$ cat src/design/gmct_pkg.sv
// Shared types and constants for the gated multi-channel timeout block.
package gmct_pkg;

    // Number of timeout channels in the bank (1 to 32)
    localparam int CHANNELS = 5;

    // Field widths
    localparam int KIND_W  = 2;
    localparam int INST_W  = 3;
    localparam int COUNT_W = 8;
    localparam int FLAGS_W = 5;

    // Width used to compare the requested channel number against each channel index
    localparam int CMP_W = 6;

    // Threshold after reset
    localparam logic [COUNT_W-1:0] THRESHOLD_RESET = 8'd10;

    // Item kinds
    typedef enum logic [KIND_W-1:0] {
        KIND_TICK      = 2'd0,
        KIND_GATE      = 2'd1,
        KIND_CLR_COUNT = 2'd2,
        KIND_WR_EVENT  = 2'd3
    } kind_t;

    // Command handed from the top level to the channel bank
    typedef struct packed {
        logic              fire;
        kind_t             kind;
        logic [INST_W-1:0] inst;
        logic              value;
    } gmct_cmd_t;

endpackage

$ cat src/design/gmct_bank.sv
// Channel bank: tick counters, gates, sticky event flags and the threshold.
module gmct_bank
    import gmct_pkg::*;
(
    input  logic               clk,
    input  logic               rst_n,
    input  logic               cfg_wr_en,
    input  logic [COUNT_W-1:0] cfg_wr_data,
    input  gmct_cmd_t          cmd,
    output logic [FLAGS_W-1:0] flags_next,
    output logic               addressed_next
);

    logic [COUNT_W-1:0]  threshold_reg;
    logic [COUNT_W-1:0]  count_reg  [CHANNELS];
    logic [COUNT_W-1:0]  count_next [CHANNELS];
    logic [CHANNELS-1:0] gate_reg;
    logic [CHANNELS-1:0] gate_next;
    logic [CHANNELS-1:0] event_reg;
    logic [CHANNELS-1:0] event_next;
    logic [CHANNELS-1:0] sel;

    // Per-channel update for the current item
    always_comb
    begin
        logic [COUNT_W-1:0] bumped;
        for (int i = 0; i < CHANNELS; i++)
        begin
            sel[i]        = (CMP_W'(i) == CMP_W'(cmd.inst));
            count_next[i] = count_reg[i];
            gate_next[i]  = gate_reg[i];
            event_next[i] = event_reg[i];
            bumped        = gate_reg[i] ? count_reg[i] + 1'b1 : count_reg[i];
            unique case (cmd.kind)
                KIND_TICK:
                begin
                    count_next[i] = bumped;
                    if (bumped > threshold_reg)
                        event_next[i] = 1'b1;
                end
                KIND_GATE:
                begin
                    if (sel[i])
                    begin
                        gate_next[i]  = cmd.value;
                        count_next[i] = '0;
                    end
                end
                KIND_CLR_COUNT:
                begin
                    if (sel[i])
                        count_next[i] = '0;
                end
                KIND_WR_EVENT:
                begin
                    if (sel[i])
                        event_next[i] = cmd.value;
                end
                default:
                begin
                    count_next[i] = count_reg[i];
                end
            endcase
        end
    end

    // Flag of the addressed channel; zero when out of range
    assign addressed_next = |(sel & event_next);

    // Only the low channels are visible in the flag field
    for (genvar j = 0; j < FLAGS_W; j++)
    begin : g_flags
        if (j < CHANNELS)
        begin : g_on
            assign flags_next[j] = event_next[j];
        end
        else
        begin : g_off
            assign flags_next[j] = 1'b0;
        end
    end

    // Threshold register
    always_ff @(posedge clk or negedge rst_n)
    begin
        if (!rst_n)
            threshold_reg <= THRESHOLD_RESET;
        else if (cfg_wr_en)
            threshold_reg <= cfg_wr_data;
    end

    // Channel state
    always_ff @(posedge clk or negedge rst_n)
    begin
        if (!rst_n)
        begin
            gate_reg  <= '0;
            event_reg <= '0;
            for (int i = 0; i < CHANNELS; i++)
                count_reg[i] <= '0;
        end
        else if (cmd.fire)
        begin
            gate_reg  <= gate_next;
            event_reg <= event_next;
            for (int i = 0; i < CHANNELS; i++)
                count_reg[i] <= count_next[i];
        end
    end

endmodule

$ cat config.mk
export PLATFORM = sky130hd
export DESIGN_NAME = gmct_bank
export DESIGN_NICKNAME = d
export VERILOG_FILES = /design/src/design/gmct_pkg.sv /design/src/design/gmct_bank.sv
export SDC_FILE = /design/constraint.sdc
export NUM_CORES = 1
export LEC_CHECK = 0
export ABC_AREA = 1
export BUFFER_PORTS_ARGS = -buffer_cell sky130_fd_sc_hd__buf_2
export CAP_MARGIN = 0
export CORE_MARGIN = 2
export CORE_UTILIZATION = 62
export CTS_CLUSTER_DIAMETER = 80
export DETAILED_ROUTE_END_ITERATION = 8
export GPL_TIMING_DRIVEN = 0
export PLACE_DENSITY = 0.85
export SLEW_MARGIN = 25
export SYNTH_ARGS = -nofsm -noshare
export SYNTH_HDL_FRONTEND = slang
export SYNTH_SLANG_ARGS = --single-unit
$ cat constraint.sdc
create_clock -name clk -period 3.93 [get_ports clk]
set_clock_uncertainty 0.2 [all_clocks]
set_input_delay 0.5895 -clock clk [delete_from_list [all_inputs] [get_ports clk]]
set_output_delay 0.5895 -clock clk [all_outputs]
set_load 0.02 [all_outputs]
==> results of run 1 <==
## metal layers
metal	routed length (um)	GRT usage	part of all wire	up-vias
met5	0	0	0	-
met4	392	0.141	0.037	0
met1	4610	0.366	0.44	1852
met3	516	0.0333	0.049	34
met2	5040	0.478	0.48	130
li1	-	-	-	1890
## layout by cell type (no fill, tap or decap), types with 9 or more instances in the layout
cell type | synthesis | routed
o21ai_1 | 11 | 11
inv_1 | 103 | 103
nor2_1 | 21 | 16
dfrtp_1 | 56 | 54
nand2_1 | 123 | 115
xor2_1 | 24 | 24
nand3_1 | 31 | 31
buf_4 | 4 | 9
a21oi_1 | 21 | 20
nand2_2 | 2 | 10
buf_2 | 5 | 26
o21ai_0 | 33 | 33
ha_1 | 48 | 45
clkbuf_8 | 0 | 12
o22ai_1 | 22 | 22
nand4_1 | 13 | 13
## report_power, final
group	internal, W	switching (W)
logic	0.000502	0.000783
registers	0.000780	0.000151
clock network	0.000345	0.000241
total	0.00163	0.00117
## final cells by class
type,instances,area (um2)
Inverter,105,394
Multi-Input combinational cell,380,2440
Timing Repair Buffer,29,165
Tap cell,80,100
Clock inverter,2,35.0
Fill cell,516,1890
Buffer,11,73.8
Sequential cell,58,1460
Clock buffer,14,173
## cells by family after synthesis
group,share of synthesized area
flops,0.342
mux,0.00265
xor+xnor,0.0598
buf+inv,0.108
simple gates,0.211
compound gates,0.135
fa+ha+maj,0.141
## worst max path at each step
stage	startpoint	to	slack, ns	cells past startpoint
after global routing	gate_reg[4]$_DFFE_PN0P_	addressed_next	-0.06	20
after CTS	gate_reg[2]$_DFFE_PN0P_	addressed_next	0.1	21
after floorplan	gate_reg[3]$_DFFE_PN0P_	addressed_next	0.89	19
after detailed placement	gate_reg[2]$_DFFE_PN0P_	addressed_next	0.49	21
final	count_reg[0]$_DFFE_PN0P_	addressed_next	0.16	19
after global placement	gate_reg[3]$_DFFE_PN0P_	addressed_next	0.59	20
## what timing repair did
item                                    CTS  global route
buffers inserted                          0             6
endpoints found under the setup margin    0             4
hold buffers                              0             0
resized for setup                         0            27
## metrics by stage
step | util | hold slack, ns | std cells
after floorplan | - | 0.0939 | 554
after global routing | 0.719 | 0.185 | 679
after detailed placement | 0.665 | 0.274 | 657
final | 0.719 | 0.116 | 679
after CTS | 0.696 | 0.145 | 673
after global placement | 0.664 | 0.273 | 657
==> impl_metrics.json, run 1 <==
{
  "outcome": "complete, no violations",
  "fin_ws_ns": 0.157,
  "largest_reg_flops": 40,
  "synth.most_common_cell": "nand2_1",
  "grt_pass1_wl_um": 16700,
  "synthTopCellsByCount": "123 x nand2_1, 103 x inv_1, 56 x dfrtp_1",
  "critPathLaunchType": "flop",
  "gr-total-overflow": 0,
  "cp.arrival_ns": 2.98,
  "antenna_left": 0,
  "syn2layout_area_growth_pct": 13.8,
  "drt_drc_violations_left": 0,
  "end_kind": "primary output",
  "avgViaCountPerCell": 5.75,
  "grt_max_degree": 59,
  "wl_um": 10600,
  "ir_drop_uv": 387,
  "yosysTopAreaCell": "dfrtp_1",
  "cap_violations": 0,
  "numCtsBuffers": 9,
  "synth_edf_count": 0,
  "worstSetupPathType": "reg -> out",
  "synth_fp_nets": 620,
  "dr.pass1.iters": 7,
  "ys_top_cells_by_area": "dfrtp_1 33%, ha_1 14%, nand2_1 11%",
  "r2r_end": "event_reg[4]$_DFFE_PN0P_",
  "max_stage_delay_ns": 0.43,
  "num_vias": 3906,
  "diodes": 0,
  "antenna_found_initial": 0,
  "cts_buffer_depth": 2,
  "synth_cell_types": 32,
  "power_w": 0.00280,
  "cp.required_ns": 3.14,
  "yosys_warnings": 0,
  "r2r_start": "count_reg[0]$_DFFE_PN0P_",
  "cts.clk_slew.worst_paths_ns": 0.07,
  "clock_latency_ns": 0.34,
  "grt_use_total": 0.285,
  "maxSlewViolCount": 0,
  "synth_top_area_share": 0.330,
  "cp_top_family": "simple AND/OR/NAND/NOR gates",
  "synthesis.instances": 554,
  "die_area_um2": 7530,
  "reg2regPathDepth": 18,
  "dominantRegCellSynth": "dfrtp_1",
  "layout_min_cycle_time_ns": 3.77,
  "cts_tree": "done",
  "period_share": 0.960,
  "design.core.area_um2": 6720,
  "timing.slew.headroom": 0.495,
  "max_freq_mhz": 265,
  "hold_violations": 0,
  "tightest_slew_ns": 0.758,
  "seq_area_frac_synth": 0.342,
  "fp.dieH_um": 86.8,
  "cts-root-buf": "clkbuf_8",
  "start_util": 0.632,
  "numPortBuffers": 23,
  "synth_area_um2": 4250,
  "rows": 30,
  "place_area_um2": 4470,
  "syn_avg_cell_area_um2": 7.67,
  "synth_seq_cells": 58,
  "totalNegativeSetupSlack_ns": 0,
  "crit_slowest_cell": "dfrtp_1",
  "ff2ff_setup_slack_ns": 1.12,
  "cellPowerDensity_nw_per_um2": 580,
  "fin_nets": 660,
  "drive_gt1_frac": 0.150,
  "dp_slack_ns": 0.490,
  "place_hpwl_um": 7110,
  "pin_count": 24,
  "worstPathCellList": "nand2_2 -> nor3_4 -> nand4_1 -> nor2_1 -> xor2_1 -> inv_1 -> ha_4 -> nand2_2 -> nor2_2 -> nand4_1 -> nand2_2 -> nand2_2 -> nand2_2 -> nand2_1 -> nand3_1 -> nand2_1 -> nor2_1 -> nand2_1 -> buf_4",
  "fin_area_um2": 4830,
  "fp.dieW_um": 86.8,
  "cp_num_buf_inv": 2,
  "grt_pass1_vias": 3715,
  "min_path_type": "in -> async",
  "crit_fanout": 4,
  "routedWlPerCell_um": 15.6,
  "async_flop_share": 1.00,
  "finalSetupViolCount": 0,
  "globalplace.congestion": 0.901,
  "cts_htree_levels": 3,
  "clock-sinks": 58,
  "initialDrtViolationCount": 209,
  "leakagePower_nw": 2.62,
  "cpMostUsedCell": "nand2_2"
}
Note: power is estimated with default switching activity, not from simulation.
==> run 2: changes to the inputs <==
Clock period 3.93 ns to 4.05 ns, I/O delays scaled along.
==> run 2 against run 1 <==
Compared with the run above:
- die area unchanged
- combinational power down 7%
- sequential share of layout area up 0.55 points
- critical path type unchanged
- via count down 2.0%
- global-route usage unchanged
- clock-buffer cell count unchanged
==> impl_metrics.json, run 2 (synthesis results as in run 1) <==
{
  "outcome": "complete, no violations",
  "fp.dieW_um": 86.8,
  "period_share": 0.947,
  "end_kind": "primary output",
  "diodes": 0,
  "crit_fanout": 7,
  "cts.clk_slew.worst_paths_ns": 0.07,
  "cp.required_ns": 3.24,
  "antenna_found_initial": 0,
  "max_freq_mhz": 261,
  "pin_count": 24,
  "fp.dieH_um": 86.8,
  "most-common-layout-cells": "120 x nand2_1, 103 x inv_1, 56 x dfrtp_1",
  "hold_violations": 0,
  "r2r_start": "gate_reg[4]$_DFFE_PN0P_",
  "die_area_um2": 7530,
  "largest_reg_flops": 40,
  "start_util": 0.632,
  "regArea_um2": 1450,
  "cts_tree": "done",
  "fin_area_um2": 4740,
  "multi_input_comb_area_um2": 2380,
  "numCtsBuffers": 9,
  "cap_violations": 0,
  "cts-root-buf": "clkbuf_8",
  "place_area_um2": 4470,
  "clock_latency_ns": 0.34,
  "dr.pass1.iters": 5,
  "numPortBuffers": 23,
  "cts_buffer_depth": 2,
  "initialDrtViolationCount": 252,
  "rows": 30,
  "grt_pass1_wl_um": 16700,
  "num_vias": 3827,
  "wl_um": 10200,
  "drive_gt1_frac": 0.128,
  "layout_min_cycle_time_ns": 3.84,
  "place_hpwl_um": 7110,
  "gr-total-overflow": 0,
  "nFillCells": 542,
  "leakagePower_nw": 2.59,
  "avgViaCountPerCell": 5.66,
  "globalplace.congestion": 0.901,
  "clock-sinks": 58,
  "r2r_end": "event_reg[4]$_DFFE_PN0P_",
  "min_path_type": "in -> async",
  "finalSetupViolCount": 0,
  "routedWlPerCell_um": 15.1,
  "timing.slew.headroom": 0.500,
  "final_common_cell": "nand2_1",
  "critPathLaunchType": "flop",
  "cellPowerDensity_nw_per_um2": 562,
  "ff2ff_setup_slack_ns": 1.31,
  "fin_nets": 657,
  "reg2regPathDepth": 18,
  "grt_use_total": 0.285,
  "cts_htree_levels": 3,
  "worstSetupPathType": "reg -> out",
  "syn2layout_area_growth_pct": 11.5,
  "cp.arrival_ns": 3.03,
  "drt_drc_violations_left": 0,
  "ir_drop_uv": 383,
  "power_w": 0.00266,
  "antenna_left": 0,
  "maxSlewViolCount": 0,
  "design.core.area_um2": 6720,
  "grt_max_degree": 59,
  "tightest_slew_ns": 0.751,
  "grt_pass1_vias": 3715
}
## run 2: layout make-up
| class | instances | share of cell area |
|---|---|---|
| plain buffers | 11 | 0.0132 |
| clock buffers | 14 | 0.0364 |
| clock inverters | 2 | 0.00739 |
| inverters | 105 | 0.0832 |
| multi-input cells | 380 | 0.502 |
| flip-flops and latches | 58 | 0.307 |
| well taps | 80 | 0.0211 |
| repair buffers | 26 | 0.0301 |
## run 2: through the flow
stage	cells	setup TNS, ns	utilization	setup WS (ns)	hold slack [ns]
3_5_place_dp	657	0	0.665	0.592	0.274
5_1_grt	676	-0.00728	0.705	-0.00728	0.202
2_1_floorplan	554	0	-	0.997	0.112
4_1_cts	673	0	0.696	0.199	0.163
6_report	676	0	0.705	0.214	0.138
3_3_place_gp	657	0	0.664	0.687	0.273
## run 2: layer usage
layer	vias to the layer above	global-route usage	share of wire
li1	1892	-	-
met1	1793	0.366	0.45
met2	115	0.478	0.48
met3	27	0.0333	0.046
met4	0	0.141	0.033
met5	-	0	0
## run 2: what timing repair did
item,CTS,global route
endpoints found under the hold margin,0,0
setup endpoints to repair,0,1
hold buffers,0,0
resized for setup,0,12
buffers inserted,0,3
## run 2: worst max-delay path by stage
| stage | startpoint | to | slack, ns | cells after the start |
|---|---|---|---|---|
| 2_1_floorplan | gate_reg[3]$_DFFE_PN0P_ | addressed_next | 1.0 | 19 |
| 5_1_grt | gate_reg[4]$_DFFE_PN0P_ | addressed_next | -0.007 | 20 |
| 4_1_cts | gate_reg[2]$_DFFE_PN0P_ | addressed_next | 0.20 | 21 |
| 3_3_place_gp | gate_reg[3]$_DFFE_PN0P_ | addressed_next | 0.69 | 20 |
| 3_5_place_dp | gate_reg[2]$_DFFE_PN0P_ | addressed_next | 0.59 | 21 |
| 6_report | gate_reg[4]$_DFFE_PN0P_ | addressed_next | 0.21 | 20 |
## run 2: critical path, cell delays in order, from the launching register on
cell     delay (ns)
dfrtp_1        0.32
buf_4          0.14
nand2_2        0.07
nor3_4         0.20
nand4_1        0.15
nor2_1         0.15
xor2_1         0.20
inv_1          0.07
ha_1           0.30
a21o_1         0.19
nor2_2         0.10
nand2_1        0.06
nand2_1        0.08
nand2_1        0.09
nand2_2        0.09
nand2_1        0.07
nand3_1        0.07
nand2_1        0.06
nor2_1         0.08
nand2_1        0.06
buf_4          0.15
## run 2: report_power, final
group          switching (W)  leakage, nW  internal, W
clock               0.000238        0.107     0.000334
sequential          0.000141        0.739     0.000756
combinational       0.000733         1.75     0.000461
total                0.00111         2.59      0.00155
